[config.mk]
export PLATFORM = sky130hd
export DESIGN_NAME = kmsra_mac_unit
export DESIGN_NICKNAME = d
export VERILOG_FILES = /design/src/kmsra_pkg.sv /design/src/kmsra_mac_unit.sv
export SDC_FILE = /design/constraint.sdc
export NUM_CORES = 2
export LEC_CHECK = 0
export BUFFER_PORTS_ARGS = -buffer_cell sky130_fd_sc_hd__buf_2
export CAP_MARGIN = 10
export CORE_ASPECT_RATIO = 0.9
export CORE_MARGIN = 3
export CORE_UTILIZATION = 58
export CTS_CLUSTER_DIAMETER = 150
export DETAILED_ROUTE_END_ITERATION = 16
export GPL_ROUTABILITY_DRIVEN = 0
export GPL_TIMING_DRIVEN = 1
export PLACE_DENSITY = 0.86
export SETUP_SLACK_MARGIN = 0.1
export SYNTH_ARGS = -nofsm -noshare
export SYNTH_HDL_FRONTEND = slang
export SYNTH_SLANG_ARGS = --single-unit
[constraint.sdc]
create_clock -name clock -period 5.9 [get_ports clock]
set_input_delay 0.295 -clock clock [delete_from_list [all_inputs] [get_ports clock]]
set_output_delay 0.295 -clock clock [all_outputs]
set_load 0.01 [all_outputs]
[src/kmsra_pkg.sv]
// ----------------------------------------------------------------------------
// kmsra_pkg
// Shared constants, types and saturation helper for the sparse row
// nearest-prototype assignment block.
// ----------------------------------------------------------------------------
`default_nettype none

package kmsra_pkg;

   localparam int MAX_PROTOS = 16;
   localparam int NUM_COLS   = 1024;
   localparam int PROTO_W    = $clog2(MAX_PROTOS);
   localparam int COL_W      = $clog2(NUM_COLS);
   localparam int ADDR_W     = PROTO_W + COL_W;
   localparam int STORE_DEPTH = MAX_PROTOS * NUM_COLS;

   localparam int FUNC_W = 2;
   localparam int VAL_W  = 16;
   localparam int NORM_W = 44;
   localparam int PROD_W = 2 * VAL_W;
   localparam int ACC_W  = 48;
   localparam int SUM_W  = ACC_W + 2;
   localparam int USED_W = 5;

   localparam logic [FUNC_W-1:0] FUNC_ELEM = 2'd0;
   localparam logic [FUNC_W-1:0] FUNC_NORM = 2'd1;
   localparam logic [FUNC_W-1:0] FUNC_ROW  = 2'd2;

   localparam logic [USED_W-1:0] USED_RESET = 5'd16;
   localparam logic [PROTO_W-1:0] LAST_PROTO = PROTO_W'(MAX_PROTOS - 1);

   localparam logic signed [ACC_W-1:0] ACC_MAX = {1'b0, {(ACC_W-1){1'b1}}};
   localparam logic signed [ACC_W-1:0] ACC_MIN = {1'b1, {(ACC_W-1){1'b0}}};

   typedef enum logic [2:0] {
      ST_IDLE,
      ST_MAC,
      ST_MAC_DRAIN,
      ST_DIST,
      ST_DIST_DRAIN,
      ST_RESULT
   } state_type;

   typedef struct packed {
      logic                     valid;
      logic [PROTO_W-1:0]       idx;
      logic signed [VAL_W-1:0]  elem;
   } mac_req_type;

   typedef struct packed {
      logic                     valid;
      logic [PROTO_W-1:0]       idx;
      logic [NORM_W-1:0]        proto_norm;
      logic signed [ACC_W-1:0]  acc;
   } dist_req_type;

   function automatic logic signed [ACC_W-1:0] sat_acc(input logic signed [SUM_W-1:0] x);
      logic signed [SUM_W-1:0] hi;
      logic signed [SUM_W-1:0] lo;
      hi = SUM_W'(ACC_MAX);
      lo = SUM_W'(ACC_MIN);
      if (x > hi) begin
         return ACC_MAX;
      end else if (x < lo) begin
         return ACC_MIN;
      end
      return x[ACC_W-1:0];
   endfunction

endpackage

`default_nettype wire

[src/kmsra_mac_unit.sv]
// ----------------------------------------------------------------------------
// kmsra_mac_unit
// Shared multiply-accumulate: acc[k] -= 2 * value * elem, saturating,
// with one accumulator per prototype.
// ----------------------------------------------------------------------------
`default_nettype none

module kmsra_mac_unit
   import kmsra_pkg::*;
(
   input  wire logic                    clock,
   input  wire logic                    reset,
   input  wire mac_req_type             mac_req,
   input  wire logic signed [VAL_W-1:0] value,
   input  wire logic                    clr_valid,
   input  wire logic [PROTO_W-1:0]      clr_idx,
   input  wire logic [PROTO_W-1:0]      acc_rd_idx,
   output logic signed [ACC_W-1:0]      acc_rd_data,
   output logic                         busy
);

   logic signed [PROD_W-1:0] prod_ff;
   logic                     pv_ff;
   logic [PROTO_W-1:0]       pidx_ff;
   logic signed [ACC_W-1:0]  acc_ff [MAX_PROTOS];
   logic signed [ACC_W-1:0]  acc_in;
   logic signed [SUM_W-1:0]  acc_ext;
   logic signed [SUM_W-1:0]  prod2;

   always_ff @(posedge clock) begin
      if (reset) begin
         pv_ff <= 1'b0;
      end else begin
         pv_ff <= mac_req.valid;
      end
      pidx_ff <= mac_req.idx;
      prod_ff <= value * mac_req.elem;
   end

   always_comb begin
      acc_ext = SUM_W'(acc_ff[pidx_ff]);
      prod2   = SUM_W'(prod_ff) <<< 1;
      acc_in  = sat_acc(acc_ext - prod2);
   end

   always_ff @(posedge clock) begin
      if (reset) begin
         for (int i = 0; i < MAX_PROTOS; i++) begin
            acc_ff[i] <= '0;
         end
      end else if (clr_valid) begin
         acc_ff[clr_idx] <= '0;
      end else if (pv_ff) begin
         acc_ff[pidx_ff] <= acc_in;
      end
   end

   assign acc_rd_data = acc_ff[acc_rd_idx];
   assign busy        = pv_ff;

endmodule

`default_nettype wire

# Yosys cells after proc, flatten, opt, wreduce, memory -nomap -nowiden
# Memory sizes are Yosys's and may differ from the RTL's. A register that Yosys moved wholly into a read port is not among the register bits.
# Index checks and enable logic that the tools add are counted.
op_classes:
  n_addsub: 1
  n_mul: 1
  magnitude_cmp: 2
  muxes: 20
  n_reduce_logical: 2
ops:
  columns: ["cell", "count"]
  rows:
  - ["$mux 48", 5]
  - ["$reduce_or 48->1", 2]
  - ["$gt 49x48->1 const B", 1]
  - ["$lt 49x48->1 const B", 1]
  - ["$sub 48x33->49", 1]
  - ["$mul 16x16->32", 1]
  - ["$mux 1", 13]
  - ["$mux 4", 2]
totals:
  ff_bits: 37
  mem_bits_rw: 768
  inputBits: 48
  word_cells: 30
  n_memories: 1
mem_list:
  columns: ["memory", "words", "width", "read_ports", "rd_ports_with_merged_regs", "write_ports", "line", "rtl"]
  rows:
  - ["acc_ff", 16, 48, 2, 1, 16, "kmsra_mac_unit.sv:25", "logic signed [ACC_W-1:0] acc_ff [MAX_PROTOS];"]

# Logic depth before layout (Yosys ltp)
depth:
  depth_word: 6
  depth_mapped: 24
  ltp_nobuf: 23

# Worst setup path after synthesis
# Ideal clock, no wire load.
synth_timing:
  path_type: "in2reg"
  from: "input port mac_req[7] (netlist bit)"
  to: "register prod_ff[31]"
  setup_ns: 0.072
  t_arrival_ns: 6.401
  required_time_ns: 5.828
  slack_ns: -0.574
  path_stages: 24
  path_cell_list: "clkbuf_1 > nand2_1 > fa_1 > inv_1 > fa_1 > inv_1 > fa_1 > inv_1 > fa_1 > fa_1 > inv_1 > fa_1 > inv_1 > ha_1 > and3_1 > a221oi_1 > o221ai_1 > a31o_2 > a221o_1 > a41o_1 > o31a_1 > a21o_1 > a21oi_1 > xnor2_1"
synth_via:
  elab_chain_len: 1
synth_lines:
  columns: ["item", "line", "rtl"]
  rows:
  - ["from (decl)", "kmsra_mac_unit.sv:13", "input wire mac_req_type mac_req,"]
  - ["$mul 16x16->32", "kmsra_mac_unit.sv:37", "prod_ff <= value * mac_req.elem;"]
  - ["to (signal assigned)", "kmsra_mac_unit.sv:37", null]
  - ["to (decl)", "kmsra_mac_unit.sv:22", "logic signed [PROD_W-1:0] prod_ff;"]
# Every way passes these cells.
# A chain may end at the register's enable or synchronous reset.

==> flow_metrics.py <==
metrics = {
    "timing": {
        "worst_pin_slew_ns": 1.34,
        "drv_slew": 0,
        "finClkSkew_ns": 0.0382,
        "layout_setup_ws_ns": -0.244,
        "fin_crit_ns": 6.14,
        "post-route-period-util_pct": 104,
        "fmax_mhz": 163,
        "relSlewSlack_pct": 10.1,
        "tns_ns": -6.17,
        "final_hold_viol_count": 0,
        "final-setup-viol-count": 96,
    },
    "critical_path": {
        "crit_fanout": 29,
        "worstSetupPathDepth": 16,
        "r2r_cells": 16,
        "cpMostUsedCell": "buf_12",
        "path_buf_inv": 5,
        "crit_chain": "buf_12 > buf_4 > buf_4 > mux4_2 > mux4_2 > ha_1 > and2_1 > and3_1 > nand4_1 > a211oi_2 > nor2_4 > a31oi_4 > buf_12 > nand3_2 > buf_12 > nor2_1",
        "crit_slowest_cell": "a211oi_2",
        "required_ns": 6.29,
        "crit_path_end_kind": "register",
        "crit_family": "simple AND/OR/NAND/NOR gates",
        "startpoint_type": "register",
        "crit_path_end": "acc_ff[0][35]",
        "reg2reg_from": "pidx_ff[0]",
        "crit_type": "register to register",
        "crit_arrival_ns": 6.53,
        "max_stage_delay_ns": 0.74,
        "startpoint": "pidx_ff[0]",
        "reg2reg_slack_ns": -0.24,
        "timing.rr.end": "acc_ff[0][35]",
    },
    "global_routing": {
        "grt_pass1_wl_mm": 243,
        "grt_pass1_vias": 39700,
        "grt_antenna_before_repair": 4,
        "track_usage_pct": 35.0,
        "overflow": 0,
        "grt_max_degree": 108,
    },
    "yosys": {
        "yosysWarnings": 0,
        "synth_fp_nets": 4421,
        "synth.distinct_cells": 76,
        "synthAdderAreaFrac_pct": 13.3,
        "syn_inst": 3975,
        "synth_top_family_by_area": "multiplexers",
        "syn_area_um2": 52500,
        "synth_edf_count": 768,
        "seq_area_frac_synth_pct": 45.4,
        "synthArstFlopShare_pct": 0,
        "synth_flop_cell": "edfxtp_1",
        "avgSynthCellArea_um2": 13.2,
        "synthSimpleGateAreaFrac_pct": 10.8,
        "synthXorXnorAreaFrac_pct": 1.34,
        "synthMuxAreaShare_pct": 20.7,
        "synth_compound_area_share_pct": 3.84,
        "ys_ff_latch": 805,
    },
    "route": {
        "wl_mm": 167,
        "drtAntennaViolNets": 0,
        "routed_via_density": 7.16,
        "drc": 0,
        "drt_pass1_iterations": 9,
        "wire_per_inst_um": 31.3,
        "drtIter0Drc": 6215,
        "route.vias.total": 38300,
    },
    "cts": {
        "cts_num_sinks": 805,
        "cts_tree": "done",
        "cts_root_buf": "clkbuf_16",
        "cts_buffers": 80,
        "htreeDepth": 3,
        "clk_latency_ns": 0.66,
        "cts.clk_slew.worst_paths_ns": 0.07,
        "clockBufferDepth": 3,
    },
    "floorplanning": {
        "die_h_um": 291,
        "die_area_um2": 94100,
        "ioPinCount": 97,
        "core_area_um2": 89500,
        "row_count": 104,
        "start_util_pct": 58.6,
        "die_x_um": 323,
    },
    "cells_and_area": {
        "nFillCells": 5712,
        "layout.nets": 4561,
        "synthToLayoutAreaGrowth_pct": 11.7,
        "drive_above_1_share_pct": 25.3,
        "fin_cells": 5348,
    },
    "placed_design": {
        "port_buffers": 96,
        "hpwl_mm": 99.6,
        "dp.cells": 5170,
    },
    "min_path": {
        "min_path_type": "primary input to register",
    },
    "power": {
        "power_density_nw_per_um2": 532,
        "p_leak_nw": 23.7,
        "ir_drop_v": 0.00102,
    },
    "run_status": {
        "violations": "negative setup slack",
        "status": "finished with violations",
    },
    "run": {
        "drv_cap": 0,
    },
}
[synthesized netlist by cell type, types with 11 or more instances]
cell,instances,area [um2]
a21o_1,56,420
a21oi_1,89,445
a31oi_1,11,68.8
and2_1,138,863
and3_1,11,68.8
buf_1,33,124
buf_2,61,305
clkbuf_1,186,698
dfxtp_1,37,741
edfxtp_1,768,23100
fa_1,263,5270
ha_1,135,1690
inv_1,334,1250
mux4_2,480,10800
nand2_1,172,646
nand2b_1,17,106
nand3_1,32,160
nand4_1,17,106
nor2_1,818,3070
nor2_4,21,236
nor2b_1,12,75.1
nor3_1,24,120
o21ai_0,39,195
o21bai_1,20,150
xnor2_1,51,447
xor2_1,26,228
[kinds of logic (layout without fill, tap and decap cells)]
family                     Yosys count  in the layout
muxes                              483            483
xor gates and xnor gates            78             78
DFF                                805            805
other                                0              4
and+or+nand+nor                   1287           1287
adders and majority gates          401            401
AOI/OAI and AO/OA                  297            297
buffers and inverters              624            827
[timing repair]
item	4_1_cts	5_1_grt
endpoints found under the setup margin	249	771
pin swaps	1	17
endpoints found under the hold margin	5	0
buffers inserted	4	18
hold buffers	5	0
cloned	0	1
gates resized for setup	10	39
[worst min path at each step]
stage          slack (ns)   startpoint    endpoint  cells after the start
2_1_floorplan        0.32  mac_req[16]  pidx_ff[0]                      0
3_3_place_gp         0.40  mac_req[19]  pidx_ff[3]                      1
3_5_place_dp         0.40  mac_req[18]  pidx_ff[2]                      1
4_1_cts              0.09        reset        busy                      2
5_1_grt              0.15   mac_req[0]  prod_ff[0]                      2
6_report             0.11        reset        busy                      2
[metal layers]
metal	part of all wire, %	wire length, um	vias up	GRT usage [%]
met5	0	0	-	0
met4	8.1	13600	0	18.7
met2	45	75400	3996	53.7
li1	-	-	14600	-
met1	30	50300	18500	44.1
met3	17	27700	1159	12.3
[power breakdown]
group / leakage (nW) / internal, W / switching (W)
combinational: 14.2 / 0.00781 / 0.0113
sequential: 8.26 / 0.00676 / 0.000201
clock: 1.24 / 0.00287 / 0.00228
total: 23.7 / 0.0174 / 0.0138
[cell type report]
| type | instances | area, um2 | area share (%) |
|---|---|---|---|
| diodes | 4 | 10.0 | 0.0171 |
| clock buffers | 101 | 2120 | 3.62 |
| clock inverters | 44 | 435 | 0.743 |
| inverters | 334 | 1250 | 2.14 |
| multi-input cells | 2546 | 26700 | 45.6 |
| flip-flops and latches | 805 | 23800 | 40.6 |
| well taps | 1166 | 1460 | 2.49 |
| repair buffers | 348 | 2820 | 4.80 |
[flip-flops by register name (all words and copies together) (netlist names)]
name,cells
acc_ff,768
prod_ff,32
pidx_ff,4
busy,1
[per-stage QoR]
step / setup WS, ns / power [W] / utilization, % / hold WS [ns] / area (um2)
2_1_floorplan: -0.152 / 0.0194 / - / 0.323 / 52700
3_3_place_gp: -0.385 / 0.0240 / 62.0 / 0.397 / 55500
3_5_place_dp: -0.570 / 0.0246 / 62.0 / 0.398 / 55500
4_1_cts: 0.0227 / 0.0300 / 65.0 / 0.0871 / 58200
5_1_grt: -0.200 / 0.0330 / 65.5 / 0.145 / 58600
6_report: -0.244 / 0.0312 / 65.5 / 0.114 / 58600
[layout by cell type, fill, tap and decap left out, types with 86 or more instances in the layout]
master	count
buf_2	91
a21oi_1	86
and2_1	127
nand2_1	169
inv_1	331
buf_4	216
nor2_1	816
edfxtp_1	768
ha_1	131
fa_1	259
mux4_2	480
Note: power is estimated with default switching activity, not from simulation.
