`src/kmsra_pkg.sv`:
```
// ----------------------------------------------------------------------------
// kmsra_pkg
// Shared constants, types and saturation helper for the sparse row
// nearest-prototype assignment block.
// ----------------------------------------------------------------------------
`default_nettype none

package kmsra_pkg;

   localparam int MAX_PROTOS = 16;
   localparam int NUM_COLS   = 1024;
   localparam int PROTO_W    = $clog2(MAX_PROTOS);
   localparam int COL_W      = $clog2(NUM_COLS);
   localparam int ADDR_W     = PROTO_W + COL_W;
   localparam int STORE_DEPTH = MAX_PROTOS * NUM_COLS;

   localparam int FUNC_W = 2;
   localparam int VAL_W  = 16;
   localparam int NORM_W = 44;
   localparam int PROD_W = 2 * VAL_W;
   localparam int ACC_W  = 48;
   localparam int SUM_W  = ACC_W + 2;
   localparam int USED_W = 5;

   localparam logic [FUNC_W-1:0] FUNC_ELEM = 2'd0;
   localparam logic [FUNC_W-1:0] FUNC_NORM = 2'd1;
   localparam logic [FUNC_W-1:0] FUNC_ROW  = 2'd2;

   localparam logic [USED_W-1:0] USED_RESET = 5'd16;
   localparam logic [PROTO_W-1:0] LAST_PROTO = PROTO_W'(MAX_PROTOS - 1);

   localparam logic signed [ACC_W-1:0] ACC_MAX = {1'b0, {(ACC_W-1){1'b1}}};
   localparam logic signed [ACC_W-1:0] ACC_MIN = {1'b1, {(ACC_W-1){1'b0}}};

   typedef enum logic [2:0] {
      ST_IDLE,
      ST_MAC,
      ST_MAC_DRAIN,
      ST_DIST,
      ST_DIST_DRAIN,
      ST_RESULT
   } state_type;

   typedef struct packed {
      logic                     valid;
      logic [PROTO_W-1:0]       idx;
      logic signed [VAL_W-1:0]  elem;
   } mac_req_type;

   typedef struct packed {
      logic                     valid;
      logic [PROTO_W-1:0]       idx;
      logic [NORM_W-1:0]        proto_norm;
      logic signed [ACC_W-1:0]  acc;
   } dist_req_type;

   function automatic logic signed [ACC_W-1:0] sat_acc(input logic signed [SUM_W-1:0] x);
      logic signed [SUM_W-1:0] hi;
      logic signed [SUM_W-1:0] lo;
      hi = SUM_W'(ACC_MAX);
      lo = SUM_W'(ACC_MIN);
      if (x > hi) begin
         return ACC_MAX;
      end else if (x < lo) begin
         return ACC_MIN;
      end
      return x[ACC_W-1:0];
   endfunction

endpackage

`default_nettype wire

```
`src/kmsra_dist_unit.sv`:
```
// ----------------------------------------------------------------------------
// kmsra_dist_unit
// Distance sum and running minimum: d = row_norm + proto_norm + acc,
// saturated, then compared against the best so far.
// ----------------------------------------------------------------------------
`default_nettype none

module kmsra_dist_unit
   import kmsra_pkg::*;
(
   input  wire logic                clock,
   input  wire logic                reset,
   input  wire dist_req_type        dist_req,
   input  wire logic [NORM_W-1:0]   row_norm,
   input  wire logic [USED_W-1:0]   used,
   output logic [PROTO_W-1:0]       best_idx,
   output logic signed [ACC_W-1:0]  best_dist,
   output logic                     busy
);

   logic signed [SUM_W-1:0] sum;
   logic signed [ACC_W-1:0] d_ff;
   logic                    v1_ff;
   logic [PROTO_W-1:0]      k1_ff;
   logic [PROTO_W-1:0]      best_idx_ff;
   logic signed [ACC_W-1:0] best_dist_ff;
   logic                    take;

   always_comb begin
      sum = $signed({{(SUM_W-NORM_W){1'b0}}, row_norm})
          + $signed({{(SUM_W-NORM_W){1'b0}}, dist_req.proto_norm})
          + SUM_W'(dist_req.acc);
   end

   always_ff @(posedge clock) begin
      if (reset) begin
         v1_ff <= 1'b0;
      end else begin
         v1_ff <= dist_req.valid;
      end
      k1_ff <= dist_req.idx;
      d_ff  <= sat_acc(sum);
   end

   assign take = v1_ff && (USED_W'(k1_ff) < used)
              && ((k1_ff == '0) || (d_ff < best_dist_ff));

   always_ff @(posedge clock) begin
      if (take) begin
         best_idx_ff  <= k1_ff;
         best_dist_ff <= d_ff;
      end
   end

   assign best_idx  = best_idx_ff;
   assign best_dist = best_dist_ff;
   assign busy      = v1_ff;

endmodule

`default_nettype wire

```
`config.mk`:
```
export PLATFORM = sky130hd
export DESIGN_NAME = kmsra_dist_unit
export DESIGN_NICKNAME = d
export VERILOG_FILES = /design/src/kmsra_pkg.sv /design/src/kmsra_dist_unit.sv
export SDC_FILE = /design/constraint.sdc
export NUM_CORES = 1
export LEC_CHECK = 0
export ABC_CLOCK_PERIOD_IN_PS = 7030
export BUFFER_PORTS_ARGS = -buffer_cell sky130_fd_sc_hd__buf_2
export CORE_MARGIN = 5
export CORE_UTILIZATION = 40
export DETAILED_ROUTE_END_ITERATION = 12
export GPL_TIMING_DRIVEN = 0
export PLACE_DENSITY = 0.67
export SYNTH_ARGS = -nofsm -noshare
export SYNTH_HDL_FRONTEND = slang
export SYNTH_SLANG_ARGS = --single-unit
```
`constraint.sdc`:
```
create_clock -name clock -period 7.03 [get_ports clock]
set_input_delay 1.406 -clock clock [delete_from_list [all_inputs] [get_ports clock]]
set_output_delay 1.406 -clock clock [all_outputs]
set_load 0.01 [all_outputs]
```
=== Word-level counts from Yosys, hierarchy flattened ===
Index checks and enable logic that the tools add are counted.

* Input bits: 148
* Memories kept: 0
* ROM bits: 0
* Bits in writable memories: 0
* Latch bits: 0
* Register bits: 105
* Logic and storage cells: 20

* Muxes and demuxes: 5
* $add $sub $neg: 2
* Reductions and logical operators: 4
* Shift-type cells: 0
* Multiply operators: 0
* $lt $le $gt $ge: 4
* Div/mod/pow operators: 0
* Eq/ne operators: 0
* Bitwise logic cells: 0

{| class="wikitable"
|+ Operators by type and width
! cell !! count
|-
| $mux 48 || 3
|-
| $add 46x48->49 || 1
|-
| $gt 49x48->1 const B || 1
|-
| $lt 49x48->1 const B || 1
|-
| $lt 48x48->1 || 1
|-
| $add 44x44->45 || 1
|-
| $lt 4x5->1 || 1
|-
| $logic_not 4->1 || 1
|-
| $logic_and 1x1->1 || 2
|-
| $mux 1 || 2
|-
| $logic_or 1x1->1 || 1
|}

=== Depth between registers and ports, before layout ===
Gate-level depths: netlist of the first run.

* Depth after elaboration: 6
* Depth in mapped cells: 27

=== Worst setup path after synthesis of the first run ===
OpenSTA, ideal clock, no wires.

* Path type: input to register
* Start: input port dist_req[48] (netlist bit)
* End: register d_ff[17]
* Buffers on the path: 3
* Arrival: 6.155 ns
* Required time: 6.943 ns
* Setup slack: 0.788 ns
* Cell stages on the path: 27
* Path through: ha_1 > inv_1 > fa_1 > nor2b_1 > o2111ai_1 > a21oi_1 > o41ai_4 > o41ai_1 > a21oi_1 > o21ba_2 > o21bai_1 > a21oi_1 > xnor2_1 > ha_1 > buf_2 > nand2_1 > o21ai_1 > a21oi_1 > or3b_2 > a31oi_2 > nor4_4 > o31ai_4 > nand3_1 > a21o_1 > buf_6 > buf_6 > o31ai_1

* Longest elaborated chain between the ends: 6
* Elaborated cells on any way between the ends: 8
* Classes of those cells: add/sub: 2; order compare: 2; mux: 4

{| class="wikitable"
|+ Ends and longest elaborated chain
! element !! RTL line !! RTL
|-
| start: declaration || kmsra_dist_unit.sv:13 || <nowiki>input wire dist_req_type dist_req,</nowiki>
|-
| $add 44x44->45 * || kmsra_dist_unit.sv:31 || <nowiki>+ $signed({{(SUM_W-NORM_W){1'b0}}, dist_req.proto_norm})</nowiki>
|-
| $add 46x48->49 * || kmsra_dist_unit.sv:32 || <nowiki>+ SUM_W'(dist_req.acc);</nowiki>
|-
| $lt 49x48->1 || kmsra_pkg.sv:64 || <nowiki>end else if (x < lo) begin</nowiki>
|-
| $mux 1 || kmsra_pkg.sv:64 ||
|-
| $mux 1 || kmsra_pkg.sv:62 || <nowiki>if (x > hi) begin</nowiki>
|-
| $mux 48 * || kmsra_pkg.sv:67 || <nowiki>return x[ACC_W-1:0];</nowiki>
|-
| end signal: assignment || kmsra_dist_unit.sv:42 || <nowiki>d_ff <= sat_acc(sum);</nowiki>
|-
| end: declaration || kmsra_dist_unit.sv:22 || <nowiki>logic signed [ACC_W-1:0] d_ff;</nowiki>
|}

Every way passes the cells marked *; elsewhere a longest branch is shown, timed or not.
A chain may end at the register's enable or synchronous reset.

=== Worst setup path in the final report of the first run ===
Same ends and word-level chain as after synthesis.

==> results of run 1 <==
## final cells by class
type / instances / share of cell area
clock buffers: 9 / 0.0206
clock inverters: 7 / 0.00731
multi-input cells: 812 / 0.567
repair buffers: 200 / 0.0913
flip-flops and latches: 105 / 0.239
well taps: 285 / 0.0325
plain buffers: 27 / 0.0150
inverters: 79 / 0.0271
## report_power, final
group,internal [W],switching [W]
Combinational,0.000631,0.000783
Clock,0.000254,0.000243
Sequential,0.000852,0.0000980
Total,0.00174,0.00112
## Yosys cell counts, types with 4 or more instances
library cell	number	area share
clkbuf_1	10	0.0041
and2_1	6	0.0041
nor2_1	55	0.022
dfxtp_1	53	0.11
ha_1	140	0.19
nor3_1	10	0.0054
o21ai_0	44	0.024
nand2b_1	9	0.0061
buf_2	8	0.0043
a211oi_1	13	0.011
and4_1	5	0.0047
nand3_1	22	0.012
edfxtp_1	52	0.17
a21o_1	74	0.060
inv_1	79	0.032
nor4_1	4	0.0027
buf_6	5	0.0061
nand2_1	56	0.023
and3_1	5	0.0034
nor2b_1	10	0.0068
o21a_1	11	0.0089
o21ai_2	33	0.031
nand4_1	23	0.016
buf_4	4	0.0032
xnor2_1	44	0.042
a31oi_1	9	0.0061
o21bai_1	21	0.017
o21ai_1	12	0.0065
xor2_1	34	0.032
a21oi_1	96	0.052
o211ai_1	9	0.0073
## through the flow
stage / instances / power [W] / setup WS [ns] / util / hold slack [ns]
3_3_place_gp: 1508 / 0.00235 / 0.0141 / 0.468 / 0.414
2_1_floorplan: 1023 / 0.00201 / 0.788 / - / 0.400
4_1_cts: 1524 / 0.00288 / 0.298 / 0.481 / 0.438
6_report: 1524 / 0.00286 / 0.550 / 0.483 / 0.434
3_5_place_dp: 1508 / 0.00238 / -0.0380 / 0.468 / 0.419
5_1_grt: 1524 / 0.00313 / 0.0728 / 0.483 / 0.455
## critical path, cell delays in order
cell and delay [ns]:
buf_2 0.10, ha_1 0.23, inv_1 0.08, fa_1 0.19
nor2b_1 0.07, o2111ai_1 0.28, a21oi_2 0.13, o41ai_4 0.48
nor2_1 0.09, o21a_1 0.19, o21a_1 0.18, o21a_1 0.18
o41ai_1 0.32, xnor2_1 0.20, ha_1 0.33, a21o_1 0.21
o21bai_1 0.17, a221o_1 0.35, a21bo_1 0.23, a31oi_4 0.25
o211ai_1 0.16, nand2_1 0.23, nand3_1 0.11, a21o_1 0.20
buf_6 0.14, buf_6 0.14, o31ai_1 0.07
## worst paths after layout
path / start / endpoint / slack (ns) / cells after the start
worst min-delay path: d_ff[0]$_DFF_P_ / best_dist[0]$_DFFE_PP_ / 0.43 / 0
worst max-delay path: dist_req[48] / d_ff[17]$_DFF_P_ / 0.55 / 27
worst max register to register: best_dist[9]$_DFFE_PP_ / best_dist[5]$_DFFE_PP_ / 3.48 / 12
worst min register to register: d_ff[0]$_DFF_P_ / best_dist[0]$_DFFE_PP_ / 0.43 / 0
## per-layer routing
layer  vias up  track usage
met5         -            0
met4         0       0.0384
met3        17       0.0185
met2       174        0.259
met1      3539        0.246
li1       4217            -
## kinds of logic (layout without fill, tap and decap cells)
group / Yosys count / count (layout) / synth area share
AO/OA/AOI/OAI: 373 / 373 / 0.280
multiplexers: 1 / 1 / 0.00108
adder cells (fa/ha/maj): 142 / 142 / 0.193
AND/OR/NAND/NOR: 218 / 218 / 0.119
flip-flops: 105 / 105 / 0.283
buffers and inverters: 106 / 322 / 0.0497
XOR/XNOR: 78 / 78 / 0.0738
## state kept, by name, summed over array words and instances, names as in the netlist
signal,cells
best_dist,48
best_idx,4
busy,1
d_ff,48
k1_ff,4
## timing repair
action	4_1_cts	5_1_grt
setup endpoints to repair	0	46
hold buffers	0	0
gates resized for setup	0	4
==> flow_summary_export.csv, run 1 <==
group,metric,value,unit
status,outcome,"completed",
global_route,grt_use_total,0.166,
route,ant_nets,0,
cells_and_area,multiInputGateArea,6210,µm²
clocking,clk_latency,0.35,ns
route,drc,0,
floorplanning,die_area,26300,µm²
route,wirelength,22.2,mm
route,wl_met3,786,µm
clocking,clockBufferDepth,2,
route,drt-vias-per-instance,5.21,
clocking,cts_buffers,9,
worst_setup_path,end_kind,"register",
route,drt_iter0_markers,454,
clocking,cts_root_buffer,"clkbuf_16",
floorplanning,core_area,22700,µm²
sta,fin_tns_setup,0,ns
placement,gp_congestion,0.891,
cells_and_area,final_common_cell,"buf_2",
cells_and_area,num_antenna_cells,0,
sta,period_share,0.922,
route,avgRoutedWirePerCell,14.6,µm
job,drv_cap,0,
worst_setup_path,critPathMaxFanout,10,
logic_synthesis,synth_cell_types,72,
global_route,grt-ovfl-total,0,
clocking,post-cts-setup-buffers,0,
floorplanning,die_x,162,µm
route,vias,7947,
floorplanning,initial_utilization,0.408,
power_and_ir_drop,ir_drop,0.122,mV
worst_setup_path,required,7.28,ns
placement,dp.final_hpwl,19.0,mm
route,drt-pass1-iter-count,5,
global_route,grt_pass1_vias,7627,
cells_and_area,mostFrequentLayoutCells,"buf_2 (208), ha_1 (140), a21oi_1 (95)",
cells_and_area,nets,1524,
cells_and_area,seqCellArea,2620,µm²
floorplanning,die-height,162,µm
worst_hold_path,hold_path.class,"reg2reg",
logic_synthesis,ys_seq_elements,105,
clocking,htreeDepth,3,
sta,slew_headroom,0.479,
worst_setup_path,critical_path_arrival,6.73,ns
logic_synthesis,netlist_instances,1023,
cells_and_area,nFillCells,2210,
route,topRoutingLayerUsed,"met4",
global_route,grt_pass1_wl,36.5,mm
logic_synthesis,ys.flop_type,"dfxtp_1",
route,met1_length,11.4,mm
sta,fmax,154,MHz
clocking,clkTransAtPathRegs,0.07,ns
sta,finalCriticalPeriod,6.48,ns
power_and_ir_drop,p_leak,5.27,nW
global_route,antenna_found_initial,0,
sta,slew_violations,0,
power_and_ir_drop,cellPowerDensity,261,nW/µm²
route,wl_met2,9.76,mm
cells_and_area,area_growth,18.3,%
logic_synthesis,avgSynthCellArea,9.05,µm²
clocking,clock-sinks,105,
cells_and_area,fin_area,11000,µm²
worst_setup_path,start_kind,"input pin",
sta,setup_viol_count_final,0,
worst_setup_path,worst-setup-path-type,"in2reg",
cells_and_area,drive_gt1_frac,0.234,
placement,io_buffers,200,
sta,hold_viol,0,
logic_synthesis,synth_edf_count,52,
logic_synthesis,syn_area,9260,µm²
global_route,grt_max_degree,53,
clocking,cts_tree,"done",
floorplanning,ios,201,
sta,fin_worst_skew,0.00811,ns
logic_synthesis,yosys_warnings,0,
logic_synthesis,seq_area_frac_synth,0.283,
sta,worstMarginPinSlew,0.782,ns
placement,placed_cell_area,10600,µm²
logic_synthesis,synth_nets,1313,
logic_synthesis,async_reset_ff_frac,0,
sta,grt_setup_unrepaired,"false",
floorplanning,rows,55,
Power figures use the tool's default switching activity.
==> run 2: changes to the inputs <==
--- a/config.mk
+++ b/config.mk
@@ -7,6 +7,7 @@
 export LEC_CHECK = 0
 export ABC_CLOCK_PERIOD_IN_PS = 7030
 export BUFFER_PORTS_ARGS = -buffer_cell sky130_fd_sc_hd__buf_2
+export CORE_ASPECT_RATIO = 0.6
 export CORE_MARGIN = 5
 export CORE_UTILIZATION = 40
 export DETAILED_ROUTE_END_ITERATION = 12
==> flow_summary_export.csv, run 2 (same netlist as run 1, synthesis figures left out) <==
group,metric,value,unit
floorplanning,ios,201,
sta,slew_headroom,0.599,
global_route,grt-ovfl-total,0,
route,drt-pass1-iter-count,5,
worst_hold_path,min_from,"d_ff[0]$_DFF_P_",
route,avgRoutedWirePerCell,16.0,µm
placement,pre_cts_ws,-0.133,ns
worst_setup_path,r2r_cells,13,
clocking,cts_buffers,9,
global_route,antenna_found_initial,1,
cells_and_area,nets,1525,
sta,fin_worst_skew,0.0113,ns
worst_setup_path,critPathMaxFanout,10,
worst_hold_path,hold_depth,0,
worst_setup_path,r2r_end,"best_dist[13]$_DFFE_PP_",
sta,finalCriticalPeriod,6.59,ns
floorplanning,rows,43,
worst_setup_path,crit_path_start,"dist_req[48]",
route,drc,0,
sta,setup_slack,0.437,ns
worst_setup_path,required,7.28,ns
clocking,clockBufferDepth,2,
floorplanning,core_area,22900,µm²
floorplanning,die-height,128,µm
cells_and_area,area_growth,18.8,%
clocking,htreeDepth,3,
power_and_ir_drop,ir_drop,0.124,mV
route,ant_nets,0,
cells_and_area,mostFrequentLayoutCells,"buf_2 (208), ha_1 (140), a21oi_1 (95)",
route,vias,8093,
floorplanning,initial_utilization,0.404,
cells_and_area,fin_area,11000,µm²
placement,gp_congestion,0.901,
floorplanning,die_x,206,µm
placement,io_buffers,200,
worst_setup_path,end_kind,"register",
global_route,grt_pass1_wl,40.1,mm
sta,hold_viol,0,
clocking,clk_latency,0.34,ns
clocking,cts_tree,"done",
global_route,grt_pass1_vias,7663,
worst_hold_path,hold_path.class,"reg2reg",
route,wirelength,24.8,mm
sta,fmax,152,MHz
worst_setup_path,cp-endpoint,"d_ff[17]$_DFF_P_",
power_and_ir_drop,cellPowerDensity,265,nW/µm²
sta,period_share,0.938,
worst_setup_path,critical_path_arrival,6.84,ns
clocking,hold_buffers,0,
power_and_ir_drop,p_leak,5.28,nW
clocking,clkTransAtPathRegs,0.07,ns
sta,worstMarginPinSlew,0.596,ns
cells_and_area,finalNonFillerCells,1556,
route,drt-vias-per-instance,5.20,
worst_setup_path,worst-setup-path-type,"in2reg",
job,drv_cap,0,
route,drt_iter0_markers,466,
global_route,grt_max_degree,53,
cells_and_area,post-route-util,0.480,
placement,place_inst,1538,
floorplanning,die_area,26400,µm²
clocking,clock-sinks,105,
cells_and_area,final_common_cell,"buf_2",
clocking,cts_root_buffer,"clkbuf_16",
worst_setup_path,reg2reg_setup_slack,3.43,ns
power_and_ir_drop,fin_total_pwr,0.00292,W
cells_and_area,drive_gt1_frac,0.235,
worst_setup_path,start_kind,"input pin",
sta,slew_violations,0,
global_route,grt_use_total,0.185,
status,outcome,"completed",
worst_setup_path,r2r-start,"best_dist[9]$_DFFE_PP_",
sta,setup_viol_count_final,0,
placement,dp.final_hpwl,21.4,mm
placement,placed_cell_area,10700,µm²
run 2: worst max-delay path: stages:
cell and delay (ns):
buf_2 0.10, ha_1 0.23, inv_1 0.08, fa_1 0.20
nor2b_1 0.08, o2111ai_1 0.31, a21oi_2 0.14, o41ai_4 0.45
nor2_1 0.08, o21a_1 0.19, o21a_1 0.18, o21a_1 0.20
o41ai_2 0.31, xnor2_1 0.21, ha_1 0.35, a21o_1 0.22
o21bai_1 0.17, a221o_1 0.34, a21bo_1 0.20, a31oi_2 0.30
o211ai_1 0.18, nand2_1 0.23, nand3_1 0.10, a21o_1 0.20
buf_6 0.14, buf_6 0.15, o31ai_1 0.06
run 2: power by group:
group	switching [W]	leakage, nW	total, W	internal, W
clock	0.000237	0.147	0.000490	0.000253
combinational	0.000838	4.21	0.00147	0.000635
sequential	0.000102	0.920	0.000954	0.000852
total	0.00118	5.28	0.00292	0.00174
run 2: layout make-up:
class	instances	area (µm²)
plain buffers	27	164
diodes	1	2.50
flip-flops and latches	105	2620
multi-input cells	812	6200
well taps	315	394
inverters	79	297
clock inverters	7	76.3
clock buffers	9	225
repair buffers	201	1020
fillers	2275	11900
run 2: worst min path at each step:
| stage | to | slack, ns |
|---|---|---|
| final | best_dist[0]$_DFFE_PP_ | 0.44 |
| after global routing | best_dist[0]$_DFFE_PP_ | 0.45 |
| after CTS | best_dist[5]$_DFFE_PP_ | 0.44 |
| after detailed placement | best_dist[5]$_DFFE_PP_ | 0.42 |
| after global placement | best_dist[0]$_DFFE_PP_ | 0.41 |
| after floorplan | best_dist[0]$_DFFE_PP_ | 0.40 |
run 2: timing repair:
item | 4_1_cts | 5_1_grt
resized for setup | 0 | 4
endpoints found under the hold margin | 0 | 0
endpoints found under the setup margin | 0 | 47
setup buffers | 0 | 0
run 2: per-layer routing:
layer  vias up  GRT usage  share of wire
met1      3609      0.316           0.56
li1       4226          -              -
met5         -          0        0.00028
met3        17     0.0217          0.061
met4         2     0.0285         0.0076
met2       239      0.244           0.37
run 2: metrics by stage:
stage	hold WS (ns)	TNS, ns
2_1_floorplan	0.400	0
3_3_place_gp	0.410	-2.27
3_5_place_dp	0.422	-4.15
4_1_cts	0.440	0
5_1_grt	0.449	-0.00350
6_report	0.439	0
==> run 3: changes to the inputs <==
--- a/config.mk
+++ b/config.mk
@@ -12,7 +12,7 @@
 export CORE_UTILIZATION = 40
 export DETAILED_ROUTE_END_ITERATION = 12
 export GPL_TIMING_DRIVEN = 0
-export PLACE_DENSITY = 0.67
+export PLACE_DENSITY = 0.7
 export SYNTH_ARGS = -nofsm -noshare
 export SYNTH_HDL_FRONTEND = slang
 export SYNTH_SLANG_ARGS = --single-unit
==> flow_summary_export.csv, run 3 (same netlist as run 1, synthesis figures left out) <==
group,metric,value,unit
clocking,clkTransAtPathRegs,0.08,ns
power_and_ir_drop,p_clk_frac,0.168,
clocking,clk_latency,0.34,ns
sta,finalCriticalPeriod,6.69,ns
power_and_ir_drop,cellPowerDensity,266,nW/µm²
clocking,cts_buffers,9,
floorplanning,rows,43,
power_and_ir_drop,combinationalPowerShare,0.506,
power_and_ir_drop,fin_total_pwr,0.00293,W
cells_and_area,mostFrequentLayoutCells,"buf_2 (208), ha_1 (140), a21oi_1 (96)",
clocking,clockBufferDepth,2,
power_and_ir_drop,p_leak,5.27,nW
global_route,grt_util_met1,0.310,
cells_and_area,nFillCells,2258,
global_route,grt-busiest-layer,"met1",
route,drc,0,
worst_setup_path,required,7.26,ns
global_route,antenna_found_initial,3,
route,drt-pass1-iter-count,5,
route,avgRoutedWirePerCell,16.1,µm
cells_and_area,nets,1523,
cells_and_area,post-route-util,0.479,
cells_and_area,num_antenna_cells,0,
route,vias,8138,
sta,fmax,149,MHz
placement,dp.final_hpwl,21.4,mm
worst_setup_path,cp_top_family,"compound AO/OA/AOI/OAI gates",
worst_setup_path,end_kind,"register",
clocking,htreeDepth,3,
power_and_ir_drop,ir_drop,0.122,mV
sta,worstMarginPinSlew,1.32,ns
route,drt-vias-per-instance,5.24,
global_route,grt_pass1_wl,40.0,mm
sta,slew_violations,0,
sta,setup_viol_count_final,0,
floorplanning,initial_utilization,0.404,
worst_setup_path,worstPathCellList,"buf_2, ha_1, inv_1, fa_1, nor2b_1, o2111ai_1, a21oi_1, o41ai_4, nor2_1, o21a_1, o21a_1, o21a_1, o41ai_1, xnor2_1, ha_1, nand2_1, a211oi_1, a31oi_1, o31ai_1, a311o_1, o311ai_0, xnor2_1, nand2_1",
global_route,grt-ovfl-total,0,
clocking,clock-sinks,105,
worst_setup_path,critPathMaxFanout,6,
cells_and_area,final_common_cell,"buf_2",
clocking,hold_buffers,0,
worst_setup_path,crit_top_cell,"o21a_1",
clocking,cts_root_buffer,"clkbuf_16",
worst_hold_path,hold_path.class,"reg2reg",
global_route,met2_usage,0.246,
worst_setup_path,slowest_delay,0.54,ns
floorplanning,ios,201,
worst_setup_path,start_kind,"input pin",
global_route,grt_pass1_vias,7708,
cells_and_area,area_growth,18.6,%
power_and_ir_drop,p_sw_frac,0.404,
status,outcome,"completed",
sta,slew_headroom,0.119,
route,ant_nets,0,
floorplanning,die_x,206,µm
sta,hold_viol,0,
job,drv_cap,0,
floorplanning,die_area,26400,µm²
power_and_ir_drop,cellInternalPower,0.00174,W
worst_setup_path,critical_path_arrival,6.93,ns
worst_setup_path,worst-setup-path-type,"in2reg",
global_route,grt_max_degree,53,
placement,gp_congestion,0.932,
power_and_ir_drop,seq_power_share,0.326,
power_and_ir_drop,p_sw,0.00118,W
sta,fin_worst_skew,0.0117,ns
cells_and_area,drive_gt1_frac,0.234,
floorplanning,core_area,22900,µm²
route,drt_iter0_markers,432,
clocking,cts_tree,"done",
worst_setup_path,crit_buf_inv,2,
sta,period_share,0.952,
worst_setup_path,cp_slowest_cell,"o41ai_4",
global_route,use_met3,0.0258,
route,wirelength,24.9,mm
floorplanning,die-height,128,µm
placement,io_buffers,200,
global_route,grt_use_total,0.185,
sta,hold_slack,0.426,ns
[run 3: changes by cell type in the layout (fill, tap and decap cells not counted)]
cell	delta
a31oi_4	+1
a31oi_2	-1
clkbuf_1	-1
diode_2	-1
inv_6	-1
a21oi_2	-1
o41ai_1	+1
nand2_1	-1
buf_12	-1
a21oi_1	+1
inv_8	+1
nand2_2	+1
o41ai_2	-1
[run 3: area by class of cell]
| cell class | count | area (µm²) | share of cell area |
|---|---|---|---|
| inverters | 79 | 297 | 0.0270 |
| well taps | 315 | 394 | 0.0359 |
| plain buffers | 26 | 160 | 0.0146 |
| multi-input cells | 812 | 6200 | 0.565 |
| repair buffers | 200 | 1000 | 0.0911 |
| clock inverters | 7 | 78.8 | 0.00718 |
| clock buffers | 9 | 225 | 0.0205 |
| flip-flops and latches | 105 | 2620 | 0.239 |
[run 3: per-stage QoR]
stage                      TNS, ns  worst slack, ns  instance area [µm²]  std cells
after global routing      -0.00919         -0.00919                11000       1553
after global placement       -3.30           -0.114                10700       1538
final                            0            0.336                11000       1553
after CTS                        0            0.192                11000       1554
after floorplan                  0            0.788                 9260       1023
after detailed placement     -1.82           -0.118                10700       1538
[run 3: path summary, 6_finish.rpt]
check                         start                      end  slack (ns)  cells after the start
max                    dist_req[48]         d_ff[41]$_DFF_P_        0.34                     23
min                 d_ff[0]$_DFF_P_   best_dist[0]$_DFFE_PP_        0.43                      0
max reg2reg  best_dist[9]$_DFFE_PP_  best_dist[12]$_DFFE_PP_        2.99                     12
min reg2reg         d_ff[0]$_DFF_P_   best_dist[0]$_DFFE_PP_        0.43                      0
[run 3: power by group through the flow]
stage	clock [W]	sequential [W]	combinational [W]
floorplan	0	0.000936	0.00108
global placement	0	0.000959	0.00143
detailed placement	0	0.000969	0.00146
CTS	0.000501	0.000955	0.00147
global route	0.000536	0.000976	0.00168
finish	0.000490	0.000954	0.00148
[run 3: routing by layer]
| metal | part of all wire | wire [µm] |
|---|---|---|
| met1 | 0.57 | 14100 |
| met5 | 0.0016 | 41 |
| met3 | 0.056 | 1400 |
| met2 | 0.37 | 9100 |
| met4 | 0.010 | 257 |
[run 3: what timing repair did]
action                                 CTS  global route
setup endpoints to repair                0            46
setup buffers                            0             0
endpoints found under the hold margin    0             0
gates resized for setup                  0             4
